$ cat src/sv/dpsc_ram.sv
`timescale 1ns / 1ps
module dpsc_ram #(
    parameter int WIDTH = 8,
    parameter int DEPTH = 16,
    localparam int AW = (DEPTH > 1) ? $clog2(DEPTH) : 1
) (
    input  logic             aclk,
    input  logic             wr_en,
    input  logic [AW-1:0]    wr_addr,
    input  logic [WIDTH-1:0] wr_data,
    input  logic             rd_en,
    input  logic [AW-1:0]    rd_addr,
    output logic [WIDTH-1:0] rd_data
);

    logic [WIDTH-1:0] mem [DEPTH];
    logic [WIDTH-1:0] rd_data_reg;

    always_ff @(posedge aclk) begin
        if (wr_en) begin
            mem[wr_addr] <= wr_data;
        end
        if (rd_en) begin
            rd_data_reg <= mem[rd_addr];
        end
    end

    assign rd_data = rd_data_reg;

endmodule

$ cat config.mk
export PLATFORM = sky130hd
export DESIGN_NAME = dpsc_ram
export DESIGN_NICKNAME = d
export VERILOG_FILES = /design/src/sv/dpsc_ram.sv
export SDC_FILE = /design/constraint.sdc
export NUM_CORES = 1
export LEC_CHECK = 0
export BUFFER_PORTS_ARGS = -buffer_cell sky130_fd_sc_hd__buf_2
export CAP_MARGIN = 20
export CORE_ASPECT_RATIO = 1.4
export CORE_MARGIN = 2
export CORE_UTILIZATION = 60
export DETAILED_ROUTE_END_ITERATION = 12
export GPL_TIMING_DRIVEN = 0
export PLACE_DENSITY_LB_ADDON = 0.3
export SLEW_MARGIN = 20
export SYNTH_ARGS = -nofsm -noshare
export SYNTH_HDL_FRONTEND = slang
export SYNTH_SLANG_ARGS = --single-unit
$ cat constraint.sdc
create_clock -name aclk -period 5.2 [get_ports aclk]
set_clock_uncertainty 0.15 [all_clocks]
set_input_delay 0 -clock aclk [delete_from_list [all_inputs] [get_ports aclk]]
set_output_delay 0 -clock aclk [all_outputs]
set_load 0.02 [all_outputs]
==> qor.yml, run 1 <==
status:
  status: "complete, no violations"
cells_and_area:
  layout.nets: 304
  post-route-util_pct: 72.5
  area_growth_pct: 18.0
  layout-drive-gt1-share_pct: 27.9
  diodes: 0
  largest_reg_flops: 128
  finalNonFillerCells: 402
detailed_routing:
  via_per_inst: 6.23
  first_pass_iters: 5
  wl_per_cell_um: 24.5
  drc: 0
  detail-route-antenna-nets: 0
  wl_um: 9870
  drt_iter0_drc: 228
  num_vias: 2505
floorplan:
  rows: 40
  fp.dieW_um: 82.9
  core_area_um2: 8510
  die_h_um: 114
  io_pins: 27
  dieArea_um2: 9490
  start_util_pct: 61.4
setup_path:
  end_kind: "flop"
  worst_path_max_delay_cell: "dlygate4sd3_1"
  reg2regPathDepth: 3
  critPathLaunchType: "input port"
  crit_chain: "dlygate4sd3_1, buf_2, nor3_2, dlygate4sd3_1"
  worst_path_largest_cell_delay_ns: 0.83
  r2r_slack_ns: 3.42
  crit_arrival_ns: 1.72
  cp_data_required_time_ns: 5.11
  path_max_fanout: 8
  crit_top_cell: "dlygate4sd3_1"
  reg2reg_from: "mem[0][2]"
  worst-setup-path-type: "in -> reg"
  r2r-end: "rd_data[2]"
global_routing:
  antenna_found_initial: 0
  grt_usage_pct: 22.6
  gr-total-overflow: 0
  grt_pass1_wl_um: 14900
  grt_max_degree: 17
  grt_pass1_vias: 2576
clock_network:
  clock_latency_ns: 0.41
  root_buffer: "clkbuf_16"
  htreeDepth: 4
  cts.sinks: 136
  cts_max_path_buffers: 2
  tritoncts: "yes"
  numCtsBuffers: 17
  clk_pin_slew_ns: 0.06
timing:
  tightest_slew_ns: 0.834
  hold_viol_final: 0
  rsz0062_at_grt: "no"
  finalSetupTns_ns: 0
  max_freq_mhz: 553
  fin_crit_sh_pct: 34.8
  min_period_ns: 1.81
  slew_violations: 0
  slew_headroom_pct: 44.2
  setup_viol: 0
synthesis:
  synthFlopType: "edfxtp_1"
  synth_seq_cells: 136
  postSynthCellCount: 229
  synth.distinct_cells: 18
  netlist_area_um2: 5230
  syn_nets: 248
  synthArstFlopShare_pct: 0
  yosysMostFrequentCell: "edfxtp_1"
  syn_avg_cell_area_um2: 22.8
  yosysSeqAreaShare_pct: 78.1
  synthTopCellsByArea: "edfxtp_1, mux4_2, mux4_1"
  yosys-top-cells-count: "edfxtp_1, mux4_2, a22oi_1"
  yosys_warnings: 0
  synth.top_cell.area_share_pct: 78.1
  synth-edff-count: 136
  synth.largest_area_cell: "edfxtp_1"
placement:
  hpwlAfterDp_um: 6140
  place.gp.congestion: 0.859
  io_buffers: 25
  placed_cells: 359
power:
  ir_drop_mv: 0.288
  p_per_area_nw_per_um2: 399
  power_leakage_nw: 2.07
job:
  drv_cap: 0
hold_path:
  hold_path_class: "in -> reg"
  holdPathStages: 3
  min-delay-start: "wr_addr[2]"
  hold_path_end: "mem[12][2]"
[final cells by class]
cell class	instances	area [um2]
Buffer	10	86.3
Fill cell	502	2340
Sequential cell	136	4080
Multi-Input combinational cell	83	1080
Tap cell	105	131
Clock buffer	19	433
Timing Repair Buffer	37	245
Clock inverter	12	110
[worst max path at each step]
stage	start	endpoint	slack [ns]
floorplan	wr_addr[2]	mem[0][0]	3.56
global placement	wr_addr[2]	mem[0][1]	3.00
detailed placement	wr_addr[2]	mem[2][2]	3.34
CTS	wr_addr[1]	mem[0][3]	3.40
global route	mem[1][2]	rd_data[2]	3.33
finish	wr_addr[1]	mem[0][3]	3.39
[critical path: cells and delay by family]
| family | cells | cell delay (ns) |
|---|---|---|
| buffers and inverters | 3 | 1.53 |
| AND/OR/NAND/NOR | 1 | 0.18 |
[repair_timing]
item	CTS	global route
buffers inserted	0	0
resized for setup	0	0
hold endpoints to repair	168	0
hold buffers	12	0
[cells in the final DEF, fill, tap and decap left out, drive strengths merged]
cell type      count
nor2              13
edfxtp           136
and2               1
mux4              32
nand3              1
nand3b             2
buf               32
nor2b              1
clkinvlp           2
nor3               4
bufinv             2
nand2              9
nand2b             2
and2b              1
a22oi             16
or3b               1
clkinv             8
clkdlybuf4s25      3
clkbuf            19
dlygate4sd3       12
[report_power, final]
part | leakage (nW) | switching [W] | internal [W] | total, W
combinational | 0.575 | 0.0000767 | 0.0000534 | 0.000130
clock | 0.262 | 0.000398 | 0.000690 | 0.00109
sequential | 1.24 | 0.00000524 | 0.00124 | 0.00124
total | 2.07 | 0.000480 | 0.00198 | 0.00246
[routing by layer]
| metal | vias up | global-route usage [%] | wire length (um) |
|---|---|---|---|
| met1 | 1261 | 28.5 | 3800 |
| met3 | 20 | 6.42 | 712 |
| li1 | 1090 | - | - |
| met2 | 134 | 35.9 | 5000 |
| met4 | 0 | 12.7 | 358 |
| met5 | - | 0 | 0 |
[cell families (layout without fill, tap and decap cells)]
logic type	Yosys count	in the layout	share of synthesized area, %
AOI/OAI and AO/OA	16	16	2.30
buffers and inverters	10	78	1.65
DFF	136	136	78.1
muxes	32	32	14.8
and+or+nand+nor	35	35	3.14
[metrics by stage]
step	area (um2)	hold WS (ns)	setup slack, ns	total power [W]
2_1_floorplan	5230	-0.0511	3.56	0.00133
3_3_place_gp	5480	0.186	3.00	0.00138
3_5_place_dp	5500	0.202	3.34	0.00139
4_1_cts	6170	0.0503	3.40	0.00248
5_1_grt	6170	0.0826	3.33	0.00253
6_report	6170	0.0744	3.39	0.00246
Power figures use the tool's default switching activity.
==> run 2, diff against run 1 <==
==> constraint.sdc (replaced) <==
create_clock -name aclk -period 1.8 [get_ports aclk]
set_clock_uncertainty 0.15 [all_clocks]
set_input_delay 0 -clock aclk [delete_from_list [all_inputs] [get_ports aclk]]
set_output_delay 0 -clock aclk [all_outputs]
set_load 0.02 [all_outputs]
==> qor.yml, run 2 (synthesis gave the netlist of run 1 again) <==
power:
  p_per_area_nw_per_um2: 1160  # +190%
  ir_drop_mv: 0.833  # +190%
  power_leakage_nw: 2.07  # -0.31%
  power_w: 0.00712  # +190%
cells_and_area:
  layout-drive-gt1-share_pct: 28.4  # +0.43 points
  area_growth_pct: 17.9  # about the same
  layout.nets: 303  # -0.33%
  largest_reg_flops: 128  # unchanged
  layout_commonest_cell: "edfxtp_1"
  final_area_um2: 6160  # about the same
  post-route-util_pct: 72.4  # about the same
  layout_common_cells: "edfxtp_1, buf_2, mux4_2, clkbuf_16, a22oi_1"
  diodes: 0  # unchanged
setup_path:
  cp_top_family: "multiplexers"
  reg2regPathDepth: 3  # unchanged
  r2r_slack_ns: 0.03  # -3.39 ns
  worst_path_max_delay_cell: "mux4_1"
  path_max_fanout: 1  # -7
  crit_buf_inv: 0  # -3
  worst-setup-path-type: "reg -> reg"
  critPathLaunch: "mem[2][1]"
  worst_path_largest_cell_delay_ns: 0.56  # -0.27 ns
  crit_chain: "mux4_1, a22oi_1, nand2_1"
  crit_arrival_ns: 1.77  # +0.05 ns
  cp.depth: 3  # -1
  critPathLaunchType: "flop"
  r2r-end: "rd_data[1]"
  cp_data_required_time_ns: 1.80  # -3.31 ns
  critical_path.endpoint: "rd_data[1]"
  end_kind: "flop"
  reg2reg_from: "mem[2][1]"
timing:
  fin_crit_sh_pct: 98.2
  tightest_slew_ns: 0.856  # +0.0223 ns
  slew_violations: 0  # unchanged
  slew_headroom_pct: 42.7  # -1.5 points
  hold_viol_final: 0  # unchanged
  finalSetupTns_ns: 0  # unchanged
  min_period_ns: 1.77
  rsz0062_at_grt: "no"
  setup_viol: 0  # unchanged
  max_freq_mhz: 566
clock_network:
  cts_max_path_buffers: 2  # unchanged
  htreeDepth: 4  # unchanged
  tritoncts: "yes"
  cts.sinks: 136  # unchanged
  clock_latency_ns: 0.41  # about the same
  clk_pin_slew_ns: 0.05  # about the same
  postCtsSetupRepairBufs: 0  # unchanged
  root_buffer: "clkbuf_16"
  numCtsBuffers: 17  # unchanged
floorplan:
  dieArea_um2: 9490  # unchanged
  start_util_pct: 61.4  # unchanged
  io_pins: 27  # unchanged
  core_area_um2: 8510  # unchanged
  die_h_um: 114  # unchanged
  rows: 40  # unchanged
  fp.dieW_um: 82.9  # unchanged
detailed_routing:
  detail-route-antenna-nets: 0  # unchanged
  wl_um: 9850  # -0.11%
  num_vias: 2521  # +0.64%
  drc: 0  # unchanged
  wl_per_cell_um: 24.6  # +0.14%
  via_per_inst: 6.29  # +0.89%
  drt_iter0_drc: 191  # -16%
  first_pass_iters: 5  # unchanged
placement:
  io_buffers: 25  # unchanged
  placed_area_um2: 5500  # unchanged
  place.gp.congestion: 0.859  # unchanged
  hpwlAfterDp_um: 6140  # unchanged
status:
  status: "complete, no violations"
global_routing:
  grt_pass1_vias: 2576  # unchanged
  gr-total-overflow: 0  # unchanged
  grt_usage_pct: 22.6  # unchanged
  antenna_found_initial: 0  # unchanged
  grt_max_degree: 17  # unchanged
  grt_pass1_wl_um: 14900  # unchanged
hold_path:
  hold_path_class: "in -> reg"
job:
  drv_cap: 0  # unchanged
run 2: changes by cell type in the layout (fill, tap and decap cells not counted):
cell and change:
a22oi_1 -1, a22oi_2 +1, dlygate4sd3_1 -1
run 2: worst min path at each step:
stage / start / cells after the start / end / slack (ns)
4_1_cts: wr_addr[3] / 3 / mem[0][7] / 0.04
6_report: wr_addr[2] / 3 / mem[0][7] / 0.05
3_3_place_gp: rd_en / 1 / rd_data[2] / 0.19
5_1_grt: wr_addr[2] / 3 / mem[0][7] / 0.06
2_1_floorplan: wr_data[0] / 0 / mem[0][0] / -0.05
3_5_place_dp: rd_en / 1 / rd_data[2] / 0.20
run 2: power breakdown:
group	internal (W)	total (W)	leakage (nW)	switching (W)
clock network	0.00199	0.00316	0.262	0.00116
registers	0.00357	0.00359	1.24	0.0000152
logic	0.000154	0.000377	0.569	0.000222
total	0.00572	0.00712	2.07	0.00140
run 2: repair_timing:
item / 4_1_cts / 5_1_grt
endpoints found under the setup margin: 0 / 1
hold endpoints to repair: 168 / 0
hold buffers: 11 / 0
gates resized for setup: 0 / 1
run 2: area by class of cell:
class | instances | area [um2]
well taps | 105 | 131
fillers | 500 | 2350
repair buffers | 36 | 235
clock inverters | 12 | 110
multi-input cells | 83 | 1080
plain buffers | 10 | 86.3
clock buffers | 19 | 433
flip-flops and latches | 136 | 4080
run 2: through the flow:
step	setup WS, ns	cells	hold WS (ns)
global placement	-0.400	359	0.186
global route	0.0107	401	0.0557
finish	0.0319	401	0.0526
detailed placement	-0.0602	359	0.202
CTS	0.0562	401	0.0404
floorplan	0.157	229	-0.0511
run 2: routing by layer:
| metal | part of all wire [%] | GRT usage, % |
|---|---|---|
| met2 | 50 | 35.9 |
| met4 | 3.9 | 12.7 |
| met3 | 7.8 | 6.42 |
| met1 | 38 | 28.5 |
| met5 | 0 | 0 |
run 2: worst reg2reg max path, stage by stage (launching register included):
cell	delay, ns
edfxtp_1	0.37
mux4_1	0.56
a22oi_1	0.33
nand2_1	0.10
