$ cat src/sv/dpsc_pkg.sv
`timescale 1ns / 1ps
package dpsc_pkg;

    localparam int DEF_MAX_FRAMES = 32;
    localparam int DEF_MAX_POINTS = 128;

    localparam int COORD_W = 18;
    localparam int PAIR_W  = 2 * COORD_W;
    localparam int LEN_W   = 8;
    localparam int SQ_W    = 2 * COORD_W + 1;
    localparam int ROOT_W  = COORD_W + 1;
    localparam int SUM_W   = 26;
    localparam int LIMIT_W = COORD_W + LEN_W;

    localparam logic [COORD_W-1:0] THR_RESET = COORD_W'(128);

    localparam logic [1:0] ACT_STORE = 2'd0;
    localparam logic [1:0] ACT_QUERY = 2'd1;
    localparam logic [1:0] ACT_CLEAR = 2'd2;

    localparam logic [1:0] ST_OK        = 2'd0;
    localparam logic [1:0] ST_STORE_OVF = 2'd1;
    localparam logic [1:0] ST_QUERY_OVF = 2'd2;

    typedef struct packed {
        logic [1:0]         action;
        logic [COORD_W-1:0] x_coord;
        logic [COORD_W-1:0] y_coord;
        logic               last_point;
    } in_item_t;

    typedef struct packed {
        logic       final_res;
        logic       duplicate;
        logic [1:0] status;
    } out_item_t;

    typedef struct packed {
        logic            start;
        logic [SQ_W-1:0] radicand;
    } root_req_t;

    typedef struct packed {
        logic              done;
        logic [ROOT_W-1:0] root;
    } root_rsp_t;

endpackage

$ cat src/sv/dpsc_root.sv
`timescale 1ns / 1ps
module dpsc_root
    import dpsc_pkg::*;
(
    input  logic      aclk,
    input  logic      aresetn,
    input  root_req_t req,
    output root_rsp_t rsp
);

    localparam int TOP_BIT = ((SQ_W - 1) / 2) * 2;

    logic [SQ_W-1:0] rem_reg, rem_next;
    logic [SQ_W-1:0] r_reg, r_next;
    logic [SQ_W-1:0] bit_reg, bit_next;
    logic            busy_reg, busy_next;
    logic            done_reg, done_next;
    logic [SQ_W:0]   trial;

    always_comb begin
        trial     = {1'b0, r_reg} + {1'b0, bit_reg};
        rem_next  = rem_reg;
        r_next    = r_reg;
        bit_next  = bit_reg;
        busy_next = busy_reg;
        done_next = 1'b0;
        if (req.start) begin
            rem_next  = req.radicand;
            r_next    = '0;
            bit_next  = SQ_W'(1) << TOP_BIT;
            busy_next = 1'b1;
        end else if (busy_reg) begin
            // one result bit per cycle, two radicand bits consumed
            if ({1'b0, rem_reg} >= trial) begin
                rem_next = rem_reg - trial[SQ_W-1:0];
                r_next   = (r_reg >> 1) + bit_reg;
            end else begin
                r_next = r_reg >> 1;
            end
            bit_next = bit_reg >> 2;
            if (bit_reg[0]) begin
                busy_next = 1'b0;
                done_next = 1'b1;
            end
        end
    end

    always_ff @(posedge aclk) begin
        if (!aresetn) begin
            busy_reg <= 1'b0;
            done_reg <= 1'b0;
        end else begin
            busy_reg <= busy_next;
            done_reg <= done_next;
        end
    end

    always_ff @(posedge aclk) begin
        rem_reg <= rem_next;
        r_reg   <= r_next;
        bit_reg <= bit_next;
    end

    assign rsp.done = done_reg;
    assign rsp.root = r_reg[ROOT_W-1:0];

endmodule

$ cat config.mk
export PLATFORM = sky130hd
export DESIGN_NAME = dpsc_root
export DESIGN_NICKNAME = d
export VERILOG_FILES = /design/src/sv/dpsc_pkg.sv /design/src/sv/dpsc_root.sv
export SDC_FILE = /design/constraint.sdc
export NUM_CORES = 1
export LEC_CHECK = 0
export BUFFER_PORTS_ARGS = -buffer_cell sky130_fd_sc_hd__buf_2
export CAP_MARGIN = 40
export CORE_MARGIN = 2
export CORE_UTILIZATION = 50
export CTS_BUF_LIST = sky130_fd_sc_hd__clkbuf_16
export CTS_CLUSTER_DIAMETER = 30
export DETAILED_ROUTE_END_ITERATION = 8
export GPL_TIMING_DRIVEN = 0
export PLACE_DENSITY = 0.71
export REMOVE_ABC_BUFFERS = 1
export SLEW_MARGIN = 25
export SYNTH_ARGS = -nofsm -noshare
export SYNTH_HDL_FRONTEND = slang
export SYNTH_SLANG_ARGS = --single-unit
$ cat constraint.sdc
create_clock -name aclk -period 7.6 [get_ports aclk]
set_clock_uncertainty 0.05 [all_clocks]
set_input_delay 1.9 -clock aclk [delete_from_list [all_inputs] [get_ports aclk]]
set_output_delay 1.9 -clock aclk [all_outputs]
set_load 0.005 [all_outputs]
==> results of run 1 <==
## layout by cell type, fill, tap and decap left out, drive strengths merged, types with 36 or more instances in the layout
cell    count
a21oi      48
a31oi      37
buf        65
dfxtp      58
edfxtp     37
ha         76
nand2     116
nor2      101
o21ai      83
xnor2      36
## cell usage after synthesis, types with 12 or more instances
cell,instances
xor2_1,34
clkbuf_1,35
nor3_1,15
o31ai_1,28
a21oi_1,47
or4_1,18
nand3_1,22
o21ai_0,81
ha_1,76
nor2_1,101
xnor2_1,36
dfxtp_1,58
or3_1,19
buf_2,12
a21o_1,18
a31oi_1,37
mux2i_1,25
a311oi_1,24
and3_1,15
edfxtp_1,37
nand2_1,116
buf_4,23
inv_1,23
## final timing paths
kind,slack (ns),cells after the start,to
worst max-delay path,1.20,22,rem_reg[34]$_DFFE_PP_
worst min-delay path,0.46,2,r_reg[0]$_SDFFE_PP0P_
worst max register to register,1.20,22,rem_reg[34]$_DFFE_PP_
worst min register to register,0.46,2,r_reg[0]$_SDFFE_PP0P_
## logic make-up after synthesis
family          share of synthesized area
simple gates                        0.204
compound gates                      0.256
buf+inv                            0.0611
flops                               0.262
fa+ha+maj                           0.112
xor+xnor                           0.0706
mux                                0.0353
## power groups by stage
stage	clock, mW	sequential (mW)	combinational, mW
floorplan	0	0.797	1.35
global placement	0	0.840	1.71
detailed placement	0	0.828	1.84
CTS	0.482	0.818	1.85
global route	0.498	0.837	2.08
finish	0.475	0.818	1.87
## worst min-delay path, cell delays in order (launching register included)
cell and delay (ns):
dfxtp_1 0.33, nor2_1 0.09, a311oi_1 0.05
## routing by layer
metal | wire length, µm | GRT usage | up-vias
met5 | 0 | 0 | -
met4 | 268 | 0.0492 | 0
met3 | 1300 | 0.0460 | 23
met2 | 10500 | 0.414 | 227
met1 | 10200 | 0.327 | 3750
li1 | - | - | 4034
## final cells by class
cell class	instances	area, µm²	area share
inverter	23	86.3	0.00929
sequential	95	2280	0.245
multi-input combinational	872	5900	0.635
timing repair buffer	65	454	0.0489
clock inverter	7	67.6	0.00727
clock buffer	9	225	0.0242
tap	225	282	0.0303
## metrics by stage
stage | power (mW) | utilization | worst slack, ns
2_1_floorplan | 2.15 | - | 0.0361
3_3_place_gp | 2.55 | 0.515 | -2.66
3_5_place_dp | 2.67 | 0.526 | 1.31
4_1_cts | 3.15 | 0.543 | 1.25
5_1_grt | 3.41 | 0.543 | 0.805
6_report | 3.17 | 0.543 | 1.20
==> out/qor.yml, run 1 <==
outcome: "complete, no violations"
fmax_mhz: 156
relSlewSlack: 0.491
layout-drive-gt1-share: 0.0990
path_buf_inv: 3
hold_viol: 0
grt_pass1_wl_um: 36500
power_density_mw_per_mm2: 341
io_pins: 60
ctsHoldBuffers: 0
synth_edf_count: 37
wl_per_cell_um: 17.2
power_frac_comb: 0.592
yosysWarnings: 0
maxCapViolCount: 0
worstSetupStartpoint: "r_reg[2]$_SDFFE_PP0P_"
grt.total_usage: 0.245
regToRegStartpoint: "r_reg[2]$_SDFFE_PP0P_"
coreArea_mm2: 0.0171
cp_max_fo: 25
finalInstanceArea_mm2: 0.00929
dieHeight_um: 136
finalSetupTns_ns: 0
synth_seq_cells: 95
ys.flop_type: "dfxtp_1"
cts_resized: 0
final.min_clock_period_ns: 6.40
ir_drop_mv: 0.147
cp_slowest_stage_delay_ns: 0.65
grt.overflow.total: 0
clock_sinks: 95
routed_via_density: 6.20
cts_tree: "yes"
num_antenna_cells: 0
synthArstFlopShare: 0
synth_seq_area_share: 0.262
vias: 8034
endpoint_kind: "register"
drtIter0Drc: 622
min_from: "r_reg[0]$_SDFFE_PP0P_"
path_cells: "ha_1 -> a31o_2 -> o211ai_4 -> o21bai_2 -> a31oi_1 -> o21ai_0 -> a31oi_1 -> nor2_1 -> nor2_1 -> xor2_1 -> ha_1 -> a21oi_1 -> o21ai_0 -> o41ai_1 -> o211ai_1 -> or2_1 -> o21ai_4 -> buf_16 -> nand2b_1 -> o21ai_4 -> buf_8 -> buf_16"
internal-power_mw: 1.74
htree_levels: 3
final_cells: 1296
setup_viol: 0
syn_area_mm2: 0.00869
drcViolationCount: 0
avgSynthCellArea_um2: 8.11
cts_made_buffers: 9
cp.required_ns: 7.67
post_cts_buffers: 0
fp.dieW_um: 136
postPlaceCellArea_mm2: 0.00900
grt_max_degree: 94
start_util: 0.507
cts_max_path_buffers: 2
yosysTopAreaCellShare: 0.134
gp_congestion: 0.921
antenna_found_initial: 0
nNetsFinal: 1183
fill_cells: 1629
dpl.cell_count: 1280
rows: 48
worstPathArrival_ns: 6.46
syn2layout_area_growth_pct: 6.99
netlist_instances: 1071
wl_um: 22300
port_buffers: 59
root_buffer: "clkbuf_16"
fin_hold_ws_ns: 0.465
yosysTopAreaCell: "dfxtp_1"
tightest_slew_ns: 0.761
clk_latency_ns: 0.36
swShare: 0.450
leakagePower_nw: 3.60
rsz0062_at_grt: "false"
p_seq_frac: 0.258
fin_crit_sh: 0.842
p_switching_mw: 1.43
hpwl_um: 16200
synth_cell_types: 78
cp_top_family: "compound AO/OA/AOI/OAI gates"
synth_area_leaders: "dfxtp_1 (13%), edfxtp_1 (13%), ha_1 (11%)"
critical_path_class: "reg -> reg"
die_area_mm2: 0.0184
crit_path_start_kind: "register"
clk_pin_slew_worst_paths_ns: 0.07
clkPwrFrac: 0.150
timing.final.max_slew_violations: 0
ant_nets: 0
holdCritPathClass: "reg -> reg"
firstDrtPassIters: 5
crit_path_top_delay_cell: "o21ai_4"
grt_pass1_vias: 7321
Power figures use the tool's default switching activity.
==> inputs of run 2 (changes only) <==
--- a/config.mk
+++ b/config.mk
@@ -5,6 +5,7 @@
 export SDC_FILE = /design/constraint.sdc
 export NUM_CORES = 1
 export LEC_CHECK = 0
+export ABC_AREA = 1
 export BUFFER_PORTS_ARGS = -buffer_cell sky130_fd_sc_hd__buf_2
 export CAP_MARGIN = 40
 export CORE_MARGIN = 2
@@ -13,7 +14,7 @@
 export CTS_CLUSTER_DIAMETER = 30
 export DETAILED_ROUTE_END_ITERATION = 8
 export GPL_TIMING_DRIVEN = 0
-export PLACE_DENSITY = 0.71
+export PLACE_DENSITY = 0.7
 export REMOVE_ABC_BUFFERS = 1
 export SLEW_MARGIN = 25
 export SYNTH_ARGS = -nofsm -noshare
==> constraint.sdc (replaced) <==
create_clock -name aclk -period 5.8 [get_ports aclk]
set_clock_uncertainty 0.05 [all_clocks]
set_input_delay 1.45 -clock aclk [delete_from_list [all_inputs] [get_ports aclk]]
set_output_delay 1.45 -clock aclk [all_outputs]
set_load 0.005 [all_outputs]
==> run 2 against run 1 <==
- register-to-register slack lost 0.86 ns
- worst hold slack lost 0.018 ns
- final cell count grew 54%
- sequential share of layout area shrank 4.4 points
- critical path type unchanged
- highest routed layer unchanged
==> out/qor.yml, run 2 <==
outcome: "complete, no violations"
avgSynthCellArea_um2: 6.24  # -23%
firstDrtPassIters: 7  # +2
root_buffer: "clkbuf_16"
hpwl_um: 27600  # +70%
yosysMostFrequentCell: "nand2_1"
power_density_mw_per_mm2: 455  # +33%
ys.flop_type: "dfxtp_1"
num_antenna_cells: 0  # unchanged
clk_latency_ns: 0.37  # about the same
start_util: 0.507  # -0.000530
rrSetupSlack_ns: 0.34  # -0.86 ns
endpoint_kind: "register"
cp.required_ns: 5.82  # -1.85 ns
clock_sinks: 95  # unchanged
clk_pin_slew_worst_paths_ns: 0.08  # about the same
vias: 10943  # +36%
maxCapViolCount: 0  # unchanged
dieHeight_um: 150  # +10%
crit_path_start_kind: "register"
postPlaceCellArea_mm2: 0.0110  # +22%
fin_crit_sh: 0.941  # +0.0996
final_common_cell: "nand2_1"
fp.dieW_um: 150  # +10%
synth_seq_cells: 95  # unchanged
routed_via_density: 5.47  # -12%
final_cell_mix: "nand2_1 (487), inv_1 (201), nor2_1 (180)"
io_pins: 60  # unchanged
synth_area_leaders: "nand2_1 (17%), dfxtp_1 (11%), edfxtp_1 (10%)"
final.min_clock_period_ns: 5.46  # -0.937 ns
gp_congestion: 0.995  # +8.1%
wl_um: 34000  # +53%
syn_area_mm2: 0.0106  # +22%
cts_made_buffers: 9  # unchanged
holdCritPathClass: "reg -> reg"
setup_viol: 0  # unchanged
netlist_instances: 1703  # +59%
worstPathArrival_ns: 5.48  # -0.98 ns
nNetsFinal: 1836  # +55%
die_area_mm2: 0.0224  # +22%
tightest_slew_ns: 0.912  # +0.151 ns
port_buffers: 59  # unchanged
rows: 53  # +10%
htree_levels: 3  # unchanged
rsz0062_at_grt: "false"
grt.overflow.total: 0  # unchanged
grt.total_usage: 0.304  # +0.0593
coreArea_mm2: 0.0210  # +22%
yosysTopAreaCell: "nand2_1"
fin_hold_ws_ns: 0.447  # -0.0182 ns
critical_path_class: "reg -> reg"
grt_max_degree: 55  # -41%
finalPower_mw: 5.15  # +63%
hold_viol: 0  # unchanged
fmax_mhz: 183  # +17%
drcViolationCount: 0  # unchanged
cp_max_fo: 22  # -12%
antenna_found_initial: 0  # unchanged
synthArstFlopShare: 0  # unchanged
leakagePower_nw: 5.09  # +41%
synth_cell_types: 55  # -29%
ctsHoldBuffers: 0  # unchanged
ant_nets: 0  # unchanged
relSlewSlack: 0.386  # -0.104
drtIter0Drc: 1004  # +61%
ir_drop_mv: 0.355  # +140%
wl_per_cell_um: 17.0  # -1.0%
synth_edf_count: 37  # unchanged
yosysWarnings: 0  # unchanged
cts_max_path_buffers: 2  # unchanged
grt_pass1_vias: 9858  # +35%
yosysTopAreaCellShare: 0.172  # +0.0384
timing.final.max_slew_violations: 0  # unchanged
layout-drive-gt1-share: 0.0963  # -0.00269
synth_common_cells: "nand2_1 (487), inv_1 (202), nor2_1 (181), nand3_1 (136), a21oi_1 (117)"
cts_tree: "yes"
grt_pass1_wl_um: 53100  # +46%
synth_seq_area_share: 0.214  # -0.0477
finalInstanceArea_mm2: 0.0113  # +22%
finalSetupTns_ns: 0  # unchanged
syn2layout_area_growth_pct: 6.62
==> run 2: cell count changes after synthesis, sizes merged, moves of 25 or more <==
cell and change:
nand3 +126, nand2 +397, a21oi +74, mux2i -25, o31ai -25, inv +181
a31oi -28, nor2 +89
==> run 2: worst max-delay path, stage by stage, from the launching register on <==
cell,delay (ns)
dfxtp_1,0.52
ha_1,0.35
nand2_1,0.14
o21ai_1,0.12
a21oi_1,0.24
nand2_1,0.18
nand4_1,0.11
nand2_1,0.13
nand2_1,0.10
nand2_1,0.07
nand3_1,0.07
nand2_1,0.06
xor2_1,0.17
ha_1,0.42
nand2_1,0.14
nor2_2,0.31
nand3_1,0.12
nor2_1,0.26
nand2_1,0.15
nand2_1,0.11
nand2_1,0.07
nand2_2,0.08
nand2_4,0.07
nand3_4,0.30
nand2_8,0.22
o21ai_4,0.34
buf_16,0.21
==> run 2: metal layers <==
layer	global-route usage	vias to the layer above	share of wire
met1	0.450	4947	0.48
met4	0.0764	0	0.017
li1	-	5580	-
met5	0	-	0
met3	0.0451	40	0.068
met2	0.463	376	0.43
==> run 2: final timing paths <==
check                                           start  depth (start not counted)               endpoint
worst min-delay path            r_reg[0]$_SDFFE_PP0P_                          2  r_reg[0]$_SDFFE_PP0P_
worst min register to register  r_reg[0]$_SDFFE_PP0P_                          2  r_reg[0]$_SDFFE_PP0P_
worst max-delay path            r_reg[6]$_SDFFE_PP0P_                         26  rem_reg[26]$_DFFE_PP_
worst max register to register  r_reg[6]$_SDFFE_PP0P_                         26  rem_reg[26]$_DFFE_PP_
==> run 2: what timing repair did <==
item | CTS | global route
pin swaps | 1 | 1
buffers inserted | 2 | 0
setup endpoints to repair | 37 | 55
resized for setup | 1 | 8
cloned | 0 | 0
==> run 2: layout make-up <==
class | instances | area (µm²)
Fill cell | 2251 | 9630
Clock inverter | 7 | 86.3
Inverter | 206 | 779
Clock buffer | 9 | 225
Tap cell | 275 | 344
Multi-Input combinational cell | 1341 | 7170
Timing Repair Buffer | 66 | 448
Sequential cell | 95 | 2270
==> run 2: per-stage QoR <==
stage / cells / utilization / setup WS [ns]
3_5_place_dp: 1981 / 0.523 / -0.389
4_1_cts: 1999 / 0.539 / 0.168
3_3_place_gp: 1976 / 0.516 / -3.94
5_1_grt: 1999 / 0.540 / 0.0465
2_1_floorplan: 1642 / - / -0.896
6_report: 1999 / 0.540 / 0.341
==> run 2: kinds of logic (layout without fill, tap and decap cells) <==
group / count (synthesis) / count (layout) / synth area share
XOR/XNOR: 70 / 70 / 0.0577
adder cells (fa/ha/maj): 77 / 77 / 0.0914
buffers and inverters: 267 / 288 / 0.116
AO/OA/AOI/OAI: 273 / 273 / 0.143
flip-flops: 95 / 95 / 0.214
AND/OR/NAND/NOR: 921 / 921 / 0.378
==> run 2: power breakdown <==
| part | internal, mW | total, mW | leakage [nW] | switching (mW) |
|---|---|---|---|---|
| logic | 1.16 | 3.37 | 4.09 | 2.21 |
| registers | 0.939 | 1.15 | 0.846 | 0.208 |
| clock network | 0.312 | 0.631 | 0.151 | 0.320 |
| total | 2.41 | 5.15 | 5.09 | 2.74 |
